$ cat src/hdl/csfd_pkg.sv
package csfd_pkg;

  localparam int TEMP_CHANNELS = 8;
  localparam int TC_W = $clog2(TEMP_CHANNELS);

  localparam int QUEUE_DEPTH = 2;
  localparam int QA_W = (QUEUE_DEPTH > 1) ? $clog2(QUEUE_DEPTH) : 1;
  localparam int QC_W = $clog2(QUEUE_DEPTH + 1);

  localparam logic [28:0] ID_T01_A = 29'h18FF76D3;
  localparam logic [28:0] ID_T01_B = 29'h18FD2083;
  localparam logic [28:0] ID_T23 = 29'h14FD3E83;
  localparam logic [28:0] ID_T4 = 29'h18FDB483;
  localparam logic [28:0] ID_T56 = 29'h18FF75D3;
  localparam logic [28:0] ID_VOLT = 29'h10FD4783;
  localparam logic [28:0] ID_T456 = 29'h18FF74D3;

  localparam logic [2:0] LAY_NONE = 3'd0;
  localparam logic [2:0] LAY_T01 = 3'd1;
  localparam logic [2:0] LAY_T23 = 3'd2;
  localparam logic [2:0] LAY_T4 = 3'd3;
  localparam logic [2:0] LAY_T56 = 3'd4;
  localparam logic [2:0] LAY_T23_ALT = 3'd5;
  localparam logic [2:0] LAY_VOLT = 3'd6;
  localparam logic [2:0] LAY_T456 = 3'd7;

  localparam logic [2:0] ERR_NONE = 3'd0;
  localparam logic [2:0] ERR_LO = 3'd1;
  localparam logic [2:0] ERR_HI = 3'd2;
  localparam logic [2:0] ERR_B2 = 3'd3;
  localparam logic [2:0] ERR_B5 = 3'd4;
  localparam logic [2:0] ERR_B7 = 3'd5;

  localparam logic [2:0] REG_START_THR = 3'd0;
  localparam logic [2:0] REG_TOP_THR = 3'd1;
  localparam logic [2:0] REG_COMPANY = 3'd2;
  localparam logic [2:0] REG_PRECISION = 3'd3;
  localparam logic [2:0] REG_TEST_TEMP = 3'd4;
  localparam logic [2:0] REG_REL_TOL = 3'd5;

  localparam logic signed [16:0] TEMP_OFFSET = 17'sd8736;
  localparam logic signed [16:0] VOLT_OFFSET = 17'sd20000;
  localparam logic [16:0] ABS_BAND = 17'd48;

  typedef struct packed {
    logic signed [16:0] start_threshold;
    logic signed [16:0] top_threshold;
    logic company_type;
    logic precision_mode;
    logic [14:0] test_temperature;
    logic relative_tolerance;
  } cfg_t;

  typedef struct packed {
    logic [2:0] layout;
    logic [7:0][7:0] data;
    logic [31:0] tick;
  } job_t;

  typedef struct packed {
    logic [3:0] ch;
    logic [2:0] lo_idx;
    logic [2:0] err_sel;
    logic volt;
  } slot_t;

  function automatic slot_t slot_of(input logic [2:0] layout, input logic [1:0] k);
    slot_t s;
    s = '{ch: 4'd0, lo_idx: 3'd0, err_sel: ERR_NONE, volt: 1'b0};
    unique case (layout)
      LAY_T01: begin
        if (k == 2'd0) s = '{ch: 4'd0, lo_idx: 3'd0, err_sel: ERR_LO, volt: 1'b0};
        else s = '{ch: 4'd1, lo_idx: 3'd2, err_sel: ERR_HI, volt: 1'b0};
      end
      LAY_T23: begin
        if (k == 2'd0) s = '{ch: 4'd2, lo_idx: 3'd0, err_sel: ERR_B2, volt: 1'b0};
        else s = '{ch: 4'd3, lo_idx: 3'd3, err_sel: ERR_B5, volt: 1'b0};
      end
      LAY_T4: begin
        s = '{ch: 4'd4, lo_idx: 3'd2, err_sel: ERR_B5, volt: 1'b0};
      end
      LAY_T56: begin
        if (k == 2'd0) s = '{ch: 4'd5, lo_idx: 3'd0, err_sel: ERR_LO, volt: 1'b0};
        else s = '{ch: 4'd6, lo_idx: 3'd2, err_sel: ERR_HI, volt: 1'b0};
      end
      LAY_T23_ALT: begin
        if (k == 2'd0) s = '{ch: 4'd2, lo_idx: 3'd0, err_sel: ERR_LO, volt: 1'b0};
        else s = '{ch: 4'd3, lo_idx: 3'd2, err_sel: ERR_HI, volt: 1'b0};
      end
      LAY_VOLT: begin
        s = '{ch: 4'd7 + {2'b00, k}, lo_idx: {k, 1'b0}, err_sel: ERR_NONE, volt: 1'b1};
      end
      LAY_T456: begin
        if (k == 2'd0) s = '{ch: 4'd4, lo_idx: 3'd0, err_sel: ERR_LO, volt: 1'b0};
        else if (k == 2'd1) s = '{ch: 4'd5, lo_idx: 3'd2, err_sel: ERR_HI, volt: 1'b0};
        else s = '{ch: 4'd6, lo_idx: 3'd4, err_sel: ERR_B7, volt: 1'b0};
      end
      default: begin
        s = '{ch: 4'd0, lo_idx: 3'd0, err_sel: ERR_NONE, volt: 1'b0};
      end
    endcase
    return s;
  endfunction

  function automatic logic [1:0] slot_last(input logic [2:0] layout);
    logic [1:0] n;
    unique case (layout) inside
      LAY_T01, LAY_T23, LAY_T56, LAY_T23_ALT: n = 2'd1;
      LAY_T456: n = 2'd2;
      LAY_VOLT: n = 2'd3;
      default: n = 2'd0;
    endcase
    return n;
  endfunction

endpackage

$ cat src/hdl/csfd_front.sv
module csfd_front import csfd_pkg::*; (
  input  logic        in_valid,
  output logic        in_stall,
  input  logic [28:0] frame_id,
  input  logic [7:0]  byte0,
  input  logic [7:0]  byte1,
  input  logic [7:0]  byte2,
  input  logic [7:0]  byte3,
  input  logic [7:0]  byte4,
  input  logic [7:0]  byte5,
  input  logic [7:0]  byte6,
  input  logic [7:0]  byte7,
  input  logic [31:0] tick_ms,
  input  cfg_t        cfg,
  input  logic        q_full,
  output logic        q_push,
  output job_t        q_job
);

  logic [2:0] layout;

  always_comb begin
    unique case (frame_id) inside
      ID_T01_A, ID_T01_B: layout = LAY_T01;
      ID_T23: layout = LAY_T23;
      ID_T4: layout = LAY_T4;
      ID_T56: layout = cfg.company_type ? LAY_T23_ALT : LAY_T56;
      ID_VOLT: layout = LAY_VOLT;
      ID_T456: layout = LAY_T456;
      default: layout = LAY_NONE;
    endcase
  end

  // drop frames that carry no channel
  assign in_stall = q_full;
  assign q_push = in_valid && !q_full && (layout != LAY_NONE);
  assign q_job.layout = layout;
  assign q_job.data = {byte7, byte6, byte5, byte4, byte3, byte2, byte1, byte0};
  assign q_job.tick = tick_ms;

endmodule

$ cat src/hdl/csfd_fifo.sv
module csfd_fifo import csfd_pkg::*; (
  input  logic clk,
  input  logic rst,
  input  logic push,
  input  job_t push_job,
  output logic full,
  input  logic pop,
  output logic head_valid,
  output job_t head_job
);

  job_t mem [QUEUE_DEPTH];
  logic [QA_W-1:0] wr_ptr;
  logic [QA_W-1:0] rd_ptr;
  logic [QC_W-1:0] count;

  function automatic logic [QA_W-1:0] bump(input logic [QA_W-1:0] p);
    return (p == QA_W'(QUEUE_DEPTH - 1)) ? '0 : p + QA_W'(1);
  endfunction

  assign full = (count == QC_W'(QUEUE_DEPTH));
  assign head_valid = (count != '0);
  assign head_job = mem[rd_ptr];

  always_ff @(posedge clk) begin
    if (push) begin
      mem[wr_ptr] <= push_job;
    end
  end

  always_ff @(posedge clk) begin
    if (rst) begin
      wr_ptr <= '0;
      rd_ptr <= '0;
      count <= '0;
    end else begin
      if (push) wr_ptr <= bump(wr_ptr);
      if (pop) rd_ptr <= bump(rd_ptr);
      if (push && !pop) count <= count + QC_W'(1);
      else if (pop && !push) count <= count - QC_W'(1);
    end
  end

endmodule

$ cat src/hdl/csfd_back.sv
module csfd_back import csfd_pkg::*; (
  input  logic               clk,
  input  logic               rst,
  input  cfg_t               cfg,
  input  logic               q_valid,
  input  job_t               q_job,
  output logic               q_pop,
  output logic               out_valid,
  input  logic               out_stall,
  output logic [3:0]         channel,
  output logic signed [16:0] value,
  output logic               is_voltage,
  output logic [4:0]         error_code,
  output logic [31:0]        elapsed_ms,
  output logic               in_tolerance,
  output logic               last
);

  logic [1:0] idx;
  logic [1:0] last_idx;
  slot_t slot;
  logic issue_last;
  logic advance;

  logic a_valid;
  logic [3:0] a_ch;
  logic signed [16:0] a_value;
  logic a_volt;
  logic [4:0] a_err;
  logic [31:0] a_tick;
  logic a_last;

  logic [15:0] raw;
  logic signed [16:0] raw_value;
  logic [4:0] raw_err;

  logic start_armed [TEMP_CHANNELS];
  logic top_armed [TEMP_CHANNELS];
  logic [31:0] start_time [TEMP_CHANNELS];
  logic [31:0] top_time [TEMP_CHANNELS];

  logic [TC_W-1:0] si;
  logic is_temp;
  logic start_armed_next;
  logic top_armed_next;
  logic [31:0] start_time_next;
  logic [31:0] top_time_next;
  logic [31:0] elapsed;
  logic signed [17:0] diff;
  logic [16:0] mag;
  logic [24:0] scaled;
  logic tol;

  assign advance = !out_valid || !out_stall;
  assign last_idx = slot_last(q_job.layout);
  assign slot = slot_of(q_job.layout, idx);
  assign issue_last = (idx == last_idx);
  assign q_pop = advance && q_valid && issue_last;

  always_comb begin
    raw = {q_job.data[slot.lo_idx + 3'd1], q_job.data[slot.lo_idx]};
    raw_value = $signed({1'b0, raw}) - (slot.volt ? VOLT_OFFSET : TEMP_OFFSET);
    unique case (slot.err_sel)
      ERR_LO: raw_err = q_job.data[6][4:0];
      ERR_HI: raw_err = {q_job.data[7][1:0], q_job.data[6][7:5]};
      ERR_B2: raw_err = q_job.data[2][4:0];
      ERR_B5: raw_err = {1'b0, q_job.data[5][4:1]};
      ERR_B7: raw_err = q_job.data[7][6:2];
      default: raw_err = 5'd0;
    endcase
  end

  always_ff @(posedge clk) begin
    if (rst) begin
      idx <= 2'd0;
      a_valid <= 1'b0;
    end else if (advance) begin
      a_valid <= q_valid;
      if (q_valid) idx <= issue_last ? 2'd0 : idx + 2'd1;
    end
  end

  always_ff @(posedge clk) begin
    if (advance && q_valid) begin
      a_ch <= slot.ch;
      a_value <= raw_value;
      a_volt <= slot.volt;
      a_err <= raw_err;
      a_tick <= q_job.tick;
      a_last <= issue_last;
    end
  end

  always_comb begin
    si = a_ch[TC_W-1:0];
    is_temp = !a_volt && (32'(a_ch) < TEMP_CHANNELS);

    start_armed_next = start_armed[si];
    start_time_next = start_time[si];
    if (a_value < cfg.start_threshold) start_armed_next = 1'b0;
    if (!start_armed_next && (a_value > cfg.start_threshold)) begin
      start_armed_next = 1'b1;
      start_time_next = a_tick;
    end

    top_armed_next = top_armed[si];
    top_time_next = top_time[si];
    if (a_value < cfg.top_threshold) top_armed_next = 1'b0;
    if (!top_armed_next && (a_value > cfg.top_threshold)) begin
      top_armed_next = 1'b1;
      top_time_next = a_tick;
    end

    elapsed = (is_temp && (top_time_next > start_time_next)) ?
              top_time_next - start_time_next : 32'd0;

    diff = $signed({a_value[16], a_value}) - $signed({3'b000, cfg.test_temperature});
    mag = diff[17] ? 17'(-diff) : diff[16:0];
    scaled = (25'(mag) << 8) - (25'(mag) << 2) - (25'(mag) << 1);
    if (!cfg.precision_mode || a_volt) tol = 1'b0;
    else if (cfg.relative_tolerance) tol = scaled < 25'(cfg.test_temperature);
    else tol = mag < ABS_BAND;
  end

  always_ff @(posedge clk) begin
    if (rst) begin
      out_valid <= 1'b0;
      for (int i = 0; i < TEMP_CHANNELS; i++) begin
        start_armed[i] <= 1'b0;
        top_armed[i] <= 1'b0;
        start_time[i] <= 32'd0;
        top_time[i] <= 32'd0;
      end
    end else if (advance) begin
      out_valid <= a_valid;
      if (a_valid && is_temp) begin
        start_armed[si] <= start_armed_next;
        top_armed[si] <= top_armed_next;
        start_time[si] <= start_time_next;
        top_time[si] <= top_time_next;
      end
    end
  end

  always_ff @(posedge clk) begin
    if (advance && a_valid) begin
      channel <= a_ch;
      value <= a_value;
      is_voltage <= a_volt;
      error_code <= a_volt ? 5'd0 : a_err;
      elapsed_ms <= elapsed;
      in_tolerance <= tol;
      last <= a_last;
    end
  end

  default disable iff (rst);

  assert property (@(posedge clk) q_valid |-> idx <= last_idx)
    else $error("issue index past the last slot of the head frame");

  assert property (@(posedge clk)
      out_valid && is_voltage |-> error_code == 5'd0 && elapsed_ms == 32'd0 && !in_tolerance)
    else $error("voltage beat carries temperature status");

  assert property (@(posedge clk) q_pop |-> q_valid && issue_last)
    else $error("queue popped before the frame's last slot");

  assert property (@(posedge clk) out_valid && out_stall |=> $stable(channel) && $stable(last))
    else $error("stalled result changed");

endmodule

$ cat src/hdl/can_sensor_frame_decoder.sv
// A frame with channels enters the frame queue; each of its results then passes through
// the issue and output registers. Throughput: one result beat per cycle while out_stall
// is low; a frame gives 1 to 4 beats (one per channel). A 2-entry frame queue lets the
// input accept while results drain; channel-less frames are accepted and produce nothing.
// Reset (rst, synchronous): clears queue, pipeline, configuration and channel timing state.
module can_sensor_frame_decoder import csfd_pkg::*; (
  input  logic               clk,
  input  logic               rst,
  input  logic               cfg_valid,
  output logic               cfg_ready,
  input  logic [2:0]         cfg_index,
  input  logic [16:0]        cfg_data,
  input  logic               in_valid,
  output logic               in_stall,
  input  logic [28:0]        frame_id,
  input  logic [7:0]         byte0,
  input  logic [7:0]         byte1,
  input  logic [7:0]         byte2,
  input  logic [7:0]         byte3,
  input  logic [7:0]         byte4,
  input  logic [7:0]         byte5,
  input  logic [7:0]         byte6,
  input  logic [7:0]         byte7,
  input  logic [31:0]        tick_ms,
  output logic               out_valid,
  input  logic               out_stall,
  output logic [3:0]         channel,
  output logic signed [16:0] value,
  output logic               is_voltage,
  output logic [4:0]         error_code,
  output logic [31:0]        elapsed_ms,
  output logic               in_tolerance,
  output logic               last
);

  cfg_t cfg;
  logic q_full;
  logic q_push;
  job_t push_job;
  logic q_pop;
  logic q_valid;
  job_t head_job;

  assign cfg_ready = 1'b1;

  always_ff @(posedge clk) begin
    if (rst) begin
      cfg <= '0;
    end else if (cfg_valid && cfg_ready) begin
      case (cfg_index)
        REG_START_THR: cfg.start_threshold <= $signed(cfg_data);
        REG_TOP_THR: cfg.top_threshold <= $signed(cfg_data);
        REG_COMPANY: cfg.company_type <= cfg_data[0];
        REG_PRECISION: cfg.precision_mode <= cfg_data[0];
        REG_TEST_TEMP: cfg.test_temperature <= cfg_data[14:0];
        REG_REL_TOL: cfg.relative_tolerance <= cfg_data[0];
        default: ;
      endcase
    end
  end

  csfd_front u_front (
    .in_valid(in_valid),
    .in_stall(in_stall),
    .frame_id(frame_id),
    .byte0(byte0),
    .byte1(byte1),
    .byte2(byte2),
    .byte3(byte3),
    .byte4(byte4),
    .byte5(byte5),
    .byte6(byte6),
    .byte7(byte7),
    .tick_ms(tick_ms),
    .cfg(cfg),
    .q_full(q_full),
    .q_push(q_push),
    .q_job(push_job)
  );

  csfd_fifo u_fifo (
    .clk(clk),
    .rst(rst),
    .push(q_push),
    .push_job(push_job),
    .full(q_full),
    .pop(q_pop),
    .head_valid(q_valid),
    .head_job(head_job)
  );

  csfd_back u_back (
    .clk(clk),
    .rst(rst),
    .cfg(cfg),
    .q_valid(q_valid),
    .q_job(head_job),
    .q_pop(q_pop),
    .out_valid(out_valid),
    .out_stall(out_stall),
    .channel(channel),
    .value(value),
    .is_voltage(is_voltage),
    .error_code(error_code),
    .elapsed_ms(elapsed_ms),
    .in_tolerance(in_tolerance),
    .last(last)
  );

endmodule

$ cat config.mk
export PLATFORM = sky130hd
export DESIGN_NAME = can_sensor_frame_decoder
export DESIGN_NICKNAME = d
export VERILOG_FILES = /design/src/hdl/csfd_pkg.sv /design/src/hdl/csfd_front.sv /design/src/hdl/csfd_fifo.sv /design/src/hdl/csfd_back.sv /design/src/hdl/can_sensor_frame_decoder.sv
export SDC_FILE = /design/constraint.sdc
export NUM_CORES = 1
export LEC_CHECK = 0
export BUFFER_PORTS_ARGS = -buffer_cell sky130_fd_sc_hd__buf_2
export CAP_MARGIN = 20
export CORE_ASPECT_RATIO = 0.6
export CORE_UTILIZATION = 30
export DETAILED_ROUTE_END_ITERATION = 12
export GPL_TIMING_DRIVEN = 0
export PLACE_DENSITY_LB_ADDON = 0.1
export SLEW_MARGIN = 25
export SYNTH_ARGS = -nofsm -noshare
export SYNTH_HDL_FRONTEND = slang
export SYNTH_SLANG_ARGS = --single-unit
$ cat constraint.sdc
create_clock -name clk -period 8 [get_ports clk]
set_clock_uncertainty 0.2 [all_clocks]
set_input_delay 1.6 -clock clk [delete_from_list [all_inputs] [get_ports clk]]
set_output_delay 1.6 -clock clk [all_outputs]
set_load 0.01 [all_outputs]
==> results.py, run 1 <==
metrics = {
    "setup_path": {
        "cp_top_family": "compound AO/OA/AOI/OAI gates",
        "end_kind": "flip-flop",
        "path_common_cell": "o21a_1",
        "rr_startpoint": "u_back.a_value[0]",
        "cp_slowest_cell": "mux2i_1",
        "path_class": "reg2reg",
        "arrival_ns": 8.02,
        "critPathMaxStageDelay_ns": 0.83,
        "critPathBufInv": 6,
        "path_max_fanout": 10,
        "start_kind": "flip-flop",
        "crit-reg2reg-capture": "u_back.elapsed_ms[5]",
        "r2r_cells": 28,
        "critPathRequiredTime_ns": 8.25,
        "rrSetupSlack_ns": 0.22,
    },
    "sta": {
        "slew-limit-headroom": 0.241,
        "hold_viol": 0,
        "fin_crit_ns": 7.78,
        "worst_pin_slew_ns": 1.13,
        "tns_ns": 0,
        "min_period_over_period": 0.972,
        "rsz0062_at_grt": "no",
        "slew_violations": 0,
        "holdWs_ns": 0.237,
        "report.final.setup_viol": 0,
        "fmaxAchievable_mhz": 129,
    },
    "floorplanning": {
        "num_rows": 108,
        "initial_core_util": 0.303,
        "num_io_pins": 214,
        "die_area_um2": 148000,
        "die_h_um": 298,
        "coreArea_um2": 145000,
        "die_x_um": 496,
    },
    "cts": {
        "cts-htree-levels": 3,
        "cts_hold_buf": 0,
        "root_buffer": "clkbuf_16",
        "cts_sinks": 911,
        "cts_made_buffers": 96,
        "path_clk_slew_ns": 0.06,
        "worstSkewPairLatency_ns": 0.73,
        "clk_path_buf_depth": 3,
        "cts_tree": "done",
    },
    "status": {
        "status": "finished, final reports clean",
    },
    "synthesis": {
        "netlist_area_um2": 43900,
        "synthMuxAreaShare": 0.147,
        "synth_nets": 3555,
        "yosysWarnings": 0,
        "synth.distinct_cells": 95,
        "synth.ff_latch_count": 911,
        "synth_compound_gate_area_share": 0.0588,
        "synth-edff-count": 847,
        "netlist_instances": 3254,
        "synth-main-ff-cell": "edfxtp_1",
        "synth_top_family_by_area": "multiplexers",
        "yosysSeqAreaShare": 0.608,
        "yosys.area_share.simple": 0.0990,
        "synth_adder_area_share": 0.0442,
        "synth.avg_cell_area_um2": 13.5,
        "synth_xor_area_frac": 0.0168,
        "async_flop_share": 0,
    },
    "worst_hold_path": {
        "hp-start": "u_back.a_last",
        "hold_depth": 0,
        "holdPathEnd": "u_back.last",
        "hold_class": "reg2reg",
    },
    "global_route": {
        "antenna_found_initial": 14,
        "met3_usage": 0.0447,
        "grt-ovfl-total": 0,
        "met2_usage": 0.266,
        "top_usage_layer": "met1",
        "grt_max_degree": 44,
        "grt_first_pass_wirelength_um": 207000,
        "grtUsageMet1": 0.313,
        "grtUsageTotal": 0.196,
        "grt_pass1_vias": 27841,
    },
    "cells_and_area": {
        "final_layout_size_suffix_gt1_frac": 0.231,
        "fin_util": 0.356,
        "nNetsFinal": 3897,
        "final_common_cell": "edfxtp_1",
        "syn2layout_area_growth_pct": 17.5,
        "design_area_um2": 51600,
        "layout_common_cells": "edfxtp_1 (847), nor2_1 (627), buf_2 (239), nand2_1 (176), mux4_2 (172)",
    },
    "routing": {
        "vias_per_cell": 5.01,
        "wl_um": 145000,
        "ant_nets": 0,
        "wl_per_cell_um": 25.8,
        "drt_iter0_markers": 2816,
        "drt_first_pass_iters": 6,
        "drc_errors": 0,
        "vias": 28098,
    },
    "power_and_ir_drop": {
        "seqPwrFrac": 0.499,
        "ir_drop_mv": 0.155,
        "leakagePower_nw": 18.5,
        "combPwrFrac": 0.074,
        "powerDensity_nw_per_um2": 208,
        "p_int_w": 0.00819,
        "clkPwrFrac": 0.427,
        "p_sw_w": 0.00254,
        "swShare": 0.237,
    },
    "flow_run": {
        "maxCapViolations": 0,
    },
    "placed_design": {
        "place_area_um2": 48100,
        "finalWeightedCongestion": 0.825,
        "post-dp-hpwl_um": 103000,
        "io_buffers": 210,
    },
}
worst max-delay path by stage:
stage                 startpoint                     to  slack [ns]  cells after the start
6_report       u_back.a_value[0]   u_back.elapsed_ms[5]        0.22                     28
5_1_grt        u_back.a_value[1]  u_back.elapsed_ms[31]       0.007                     29
4_1_cts        u_back.a_value[1]   u_back.elapsed_ms[4]       -0.01                     30
3_5_place_dp   u_back.a_value[1]   u_back.elapsed_ms[4]       -1.96                     27
3_3_place_gp   u_back.a_value[1]   u_back.elapsed_ms[4]       -2.64                     28
2_1_floorplan        frame_id[2]       u_fifo.mem[0][0]        1.52                      9
synthesized netlist by cell type (27+ instances only):
master,instances,area share
edfxtp_1,847,0.58
nor2_1,627,0.054
nand2_1,176,0.015
mux4_2,172,0.088
ha_1,144,0.041
a21oi_1,130,0.015
clkbuf_1,115,0.0098
mux2_2,112,0.029
mux2i_1,110,0.025
inv_1,96,0.0082
dfxtp_1,64,0.029
o21ai_0,58,0.0066
xnor2_1,45,0.0090
a21o_1,42,0.0072
inv_2,36,0.0031
nand3_1,34,0.0039
xor2_1,34,0.0068
nor3_1,31,0.0035
nor2b_1,30,0.0043
o21a_1,27,0.0046
flip-flops by register name, indices dropped and copies added (netlist names), 2 cells and up, named ones only:
register	flops
u_back.a_err	5
u_back.channel	4
u_back.a_tick	32
cfg	52
u_back.top_armed	8
u_fifo.count	2
u_back.a_value	17
u_back.error_code	5
u_back.idx	2
u_back.a_ch	4
u_back.start_time	256
u_back.value	17
u_back.start_armed	8
u_fifo.mem	198
u_back.elapsed_ms	32
u_back.top_time	256
cell families (layout without fill, tap and decap cells):
group                      Yosys count  count (layout)
muxes                              406             406
and+or+nand+nor                   1015            1015
AOI/OAI and AO/OA                  395             395
other                                1               4
xor gates and xnor gates            81              81
DFF                                911             911
adders and majority gates          151             151
buffers and inverters              294             718
power by group through the flow:
stage          registers, W  clock network [W]  logic, W
2_1_floorplan       0.00545                  0  0.000474
3_3_place_gp        0.00548                  0  0.000743
3_5_place_dp        0.00545                  0  0.000771
4_1_cts             0.00535            0.00469  0.000786
5_1_grt             0.00536            0.00486  0.000863
6_report            0.00535            0.00458  0.000791
final cells by class:
cell class / instances / area [um2]
Antenna cell: 3 / 7.51
Buffer: 159 / 692
Clock buffer: 119 / 2550
Clock inverter: 61 / 577
Fill cell: 14140 / 93200
Inverter: 134 / 510
Multi-Input combinational cell: 2049 / 16400
Sequential cell: 911 / 26700
Tap cell: 1925 / 2410
Timing Repair Buffer: 245 / 1740
metal layers:
metal  wire (um)  vias to the layer above
met3        9650                      147
met2       57900                      853
met5          13                        -
met4        2510                        2
li1            -                    12829
met1       74600                    14267
metrics by stage:
step | cells | total power, W | setup slack, ns
floorplan | 3254 | 0.00592 | 1.52
global placement | 5389 | 0.00622 | -2.64
detailed placement | 5416 | 0.00623 | -1.96
CTS | 5600 | 0.0108 | -0.0104
global route | 5606 | 0.0111 | 0.00702
finish | 5606 | 0.0107 | 0.221
timing repair:
| item | CTS | global route |
|---|---|---|
| buffers inserted | 4 | 4 |
| gates resized for setup | 34 | 16 |
| endpoints found under the setup margin | 32 | 36 |
| pin swaps | 3 | 0 |
| endpoints found under the hold margin | 0 | 0 |
| cloned | 0 | 0 |
Note: power is estimated with default switching activity, not from simulation.
==> inputs of run 2 (changes only) <==
Settings changed: ABC_AREA set to 1.
==> run 2 against run 1 <==
Register-to-register slack gained 0.18 ns. Total power grew 1.8%. Via count grew 26%. Clock-buffer cell count shrank 2. Clock power grew 3%. Non-clock buffer count grew 69. Final cell count grew 24%. Die area grew 1.8%. Largest power group unchanged. First-iteration DRC count grew 41%. Combinational power grew 12%. Hold slack lost 0.0079 ns.
==> results.py, run 2 <==
metrics = {
    "status": {
        "status": "finished, final reports clean",
    },
    "placed_design": {
        "post-dp-hpwl_um": 128000,
        "finalWeightedCongestion": 0.935,
        "place_area_um2": 49100,
        "place_inst": 6782,
        "io_buffers": 211,
    },
    "setup_path": {
        "critPathMaxStageDelay_ns": 0.48,
        "critPathBufInv": 7,
        "cp_top_family": "compound AO/OA/AOI/OAI gates",
        "path_max_fanout": 10,
        "critPathRequiredTime_ns": 8.29,
        "cp_slowest_cell": "dfxtp_1",
        "start_kind": "flip-flop",
        "arrival_ns": 7.89,
        "path_class": "reg2reg",
        "end_kind": "flip-flop",
    },
    "sta": {
        "hold_viol": 0,
        "fin_crit_ns": 7.60,
        "min_period_over_period": 0.950,
        "slew_violations": 0,
        "report.final.setup_viol": 0,
        "fmaxAchievable_mhz": 132,
        "worst_pin_slew_ns": 1.20,
        "slew-limit-headroom": 0.203,
    },
    "floorplanning": {
        "die_h_um": 301,
        "die_area_um2": 151000,
        "num_rows": 109,
        "initial_core_util": 0.303,
        "num_io_pins": 214,
        "coreArea_um2": 148000,
        "die_x_um": 500,
    },
    "synthesis": {
        "synth-edff-count": 847,
        "netlist_instances": 4541,
        "synth.avg_cell_area_um2": 9.85,
        "synthMuxAreaShare": 0.00582,
        "synth_area_leader_cell": "edfxtp_1",
        "synth_xor_area_frac": 0.00996,
        "yosysWarnings": 0,
        "synth_top_cell_area_share": 0.569,
        "yosysSeqAreaShare": 0.597,
        "synth.ff_latch_count": 911,
        "synth_compound_gate_area_share": 0.124,
        "synth.distinct_cells": 61,
        "yosys.area_share.simple": 0.169,
        "netlist_area_um2": 44700,
        "yosys-top-cells-area": "edfxtp_1 (57%), nor2_1 (8.2%), nand2_1 (5.5%)",
        "synth-main-ff-cell": "edfxtp_1",
        "synthMostInstantiatedCell": "nor2_1",
        "synth_common_cells": "nor2_1 (976), edfxtp_1 (847), nand2_1 (659)",
        "synth_top_family_by_area": "simple AND/OR/NAND/NOR gates",
        "async_flop_share": 0,
        "synth_adder_area_share": 0.0434,
        "synth_nets": 4842,
    },
    "routing": {
        "drt_first_pass_iters": 6,
        "vias": 35393,
        "wl_per_cell_um": 25.0,
        "ant_nets": 0,
        "wl_met3_um": 18000,
        "drt_iter0_markers": 3976,
        "wl_met2_um": 64300,
        "met1Wirelength_um": 88700,
        "dr.max_layer_used": "met5",
        "drc_errors": 0,
        "wl_um": 174000,
        "vias_per_cell": 5.08,
    },
    "cts": {
        "root_buffer": "clkbuf_16",
        "cts_tree": "done",
        "worstSkewPairLatency_ns": 0.72,
        "clk_path_buf_depth": 3,
        "cts-htree-levels": 3,
        "path_clk_slew_ns": 0.06,
        "cts_made_buffers": 95,
        "cts_sinks": 911,
    },
    "power_and_ir_drop": {
        "leakagePower_nw": 19.9,
        "p_int_w": 0.00822,
        "powerDensity_nw_per_um2": 208,
        "seqPwrFrac": 0.486,
        "swShare": 0.248,
        "p_sw_w": 0.00271,
        "ir_drop_mv": 0.177,
        "combPwrFrac": 0.081,
        "clkPwrFrac": 0.433,
    },
    "flow_run": {
        "maxCapViolations": 0,
    },
    "cells_and_area": {
        "final_common_cell": "nor2_1",
        "fin_util": 0.356,
        "layout_common_cells": "nor2_1 (973), edfxtp_1 (847), nand2_1 (649), o21ai_0 (454), inv_1 (342)",
        "syn2layout_area_growth_pct": 17.3,
        "multi_input_comb_area_um2": 16000,
        "design_area_um2": 52500,
        "reg_top3": "u_back.start_time (256), u_back.top_time (256), u_fifo.mem (198)",
        "nNetsFinal": 5186,
        "fin_cells": 6966,
        "final_layout_size_suffix_gt1_frac": 0.112,
        "fill_cells": 15177,
        "seq_area_um2": 26700,
    },
    "global_route": {
        "antenna_found_initial": 16,
        "grt_max_degree": 38,
        "grt_first_pass_wirelength_um": 246000,
        "grt_pass1_vias": 33113,
        "grt-ovfl-total": 0,
        "grtUsageTotal": 0.229,
    },
    "worst_hold_path": {
        "hold_class": "reg2reg",
    },
}
## run 2: changes by cell type after synthesis, sizes merged, moves of 79 or more
cell    delta
nand2    +492
o21ai    +463
nor2     +349
inv      +218
mux4     -174
mux2     -119
o221ai   +101
mux2i     -87
clkbuf    +79
## run 2: path summary, 6_finish.rpt
kind	from	endpoint	slack [ns]	depth (start not counted)
max	flip-flop	u_back.elapsed_ms[19]	0.40	26
min	u_back.a_last	u_back.last	0.23	0
max reg2reg	flip-flop	u_back.elapsed_ms[19]	0.40	26
min reg2reg	u_back.a_last	u_back.last	0.23	0
## run 2: cells by family (layout without fill, tap and decap cells)
kind of cell    Yosys count  after routing
simple gates           1887           1887
compound gates          937            937
flops                   911            911
buf+inv                 578           1002
fa+ha+maj               151            151
xor+xnor                 50             50
mux                      26             26
other cells               1              4
## run 2: area by class of cell
class | count | area share
antenna | 3 | 0.000143
buffer | 226 | 0.0174
clock buffer | 117 | 0.0473
clock inverter | 60 | 0.0140
inverter | 352 | 0.0252
multi-input combinational | 3052 | 0.305
sequential | 911 | 0.509
tap | 1998 | 0.0476
timing repair buffer | 247 | 0.0346
## run 2: routing by layer
metal | track usage | up-vias
met5 | 0 | -
met4 | 0.0406 | 2
met3 | 0.0702 | 191
met2 | 0.293 | 1464
met1 | 0.367 | 17302
li1 | - | 16434
## run 2: timing repair
action / CTS / global route
gates resized for setup: 8 / 22
pin swaps: 0 / 1
buffers inserted: 0 / 4
endpoints found under the setup margin: 31 / 33
hold buffers: 0 / 0
## run 2: per-stage QoR
step	power (W)	worst slack, ns	setup TNS, ns	hold WS [ns]
2_1_floorplan	0.00593	0.0849	0	0.200
4_1_cts	0.0110	0.0106	0	0.222
5_1_grt	0.0113	-0.00645	-0.00645	0.225
3_5_place_dp	0.00627	-0.544	-10.24	0.207
3_3_place_gp	0.00626	-4.98	-4002.72	0.202
6_report	0.0109	0.400	0	0.229
## run 2: power groups by stage
stage	combinational, W	sequential (W)	clock (W)
detailed placement	0.000859	0.00541	0
finish	0.000889	0.00531	0.00473
global route	0.000975	0.00532	0.00498
floorplan	0.000518	0.00541	0
global placement	0.000834	0.00543	0
CTS	0.000866	0.00531	0.00480
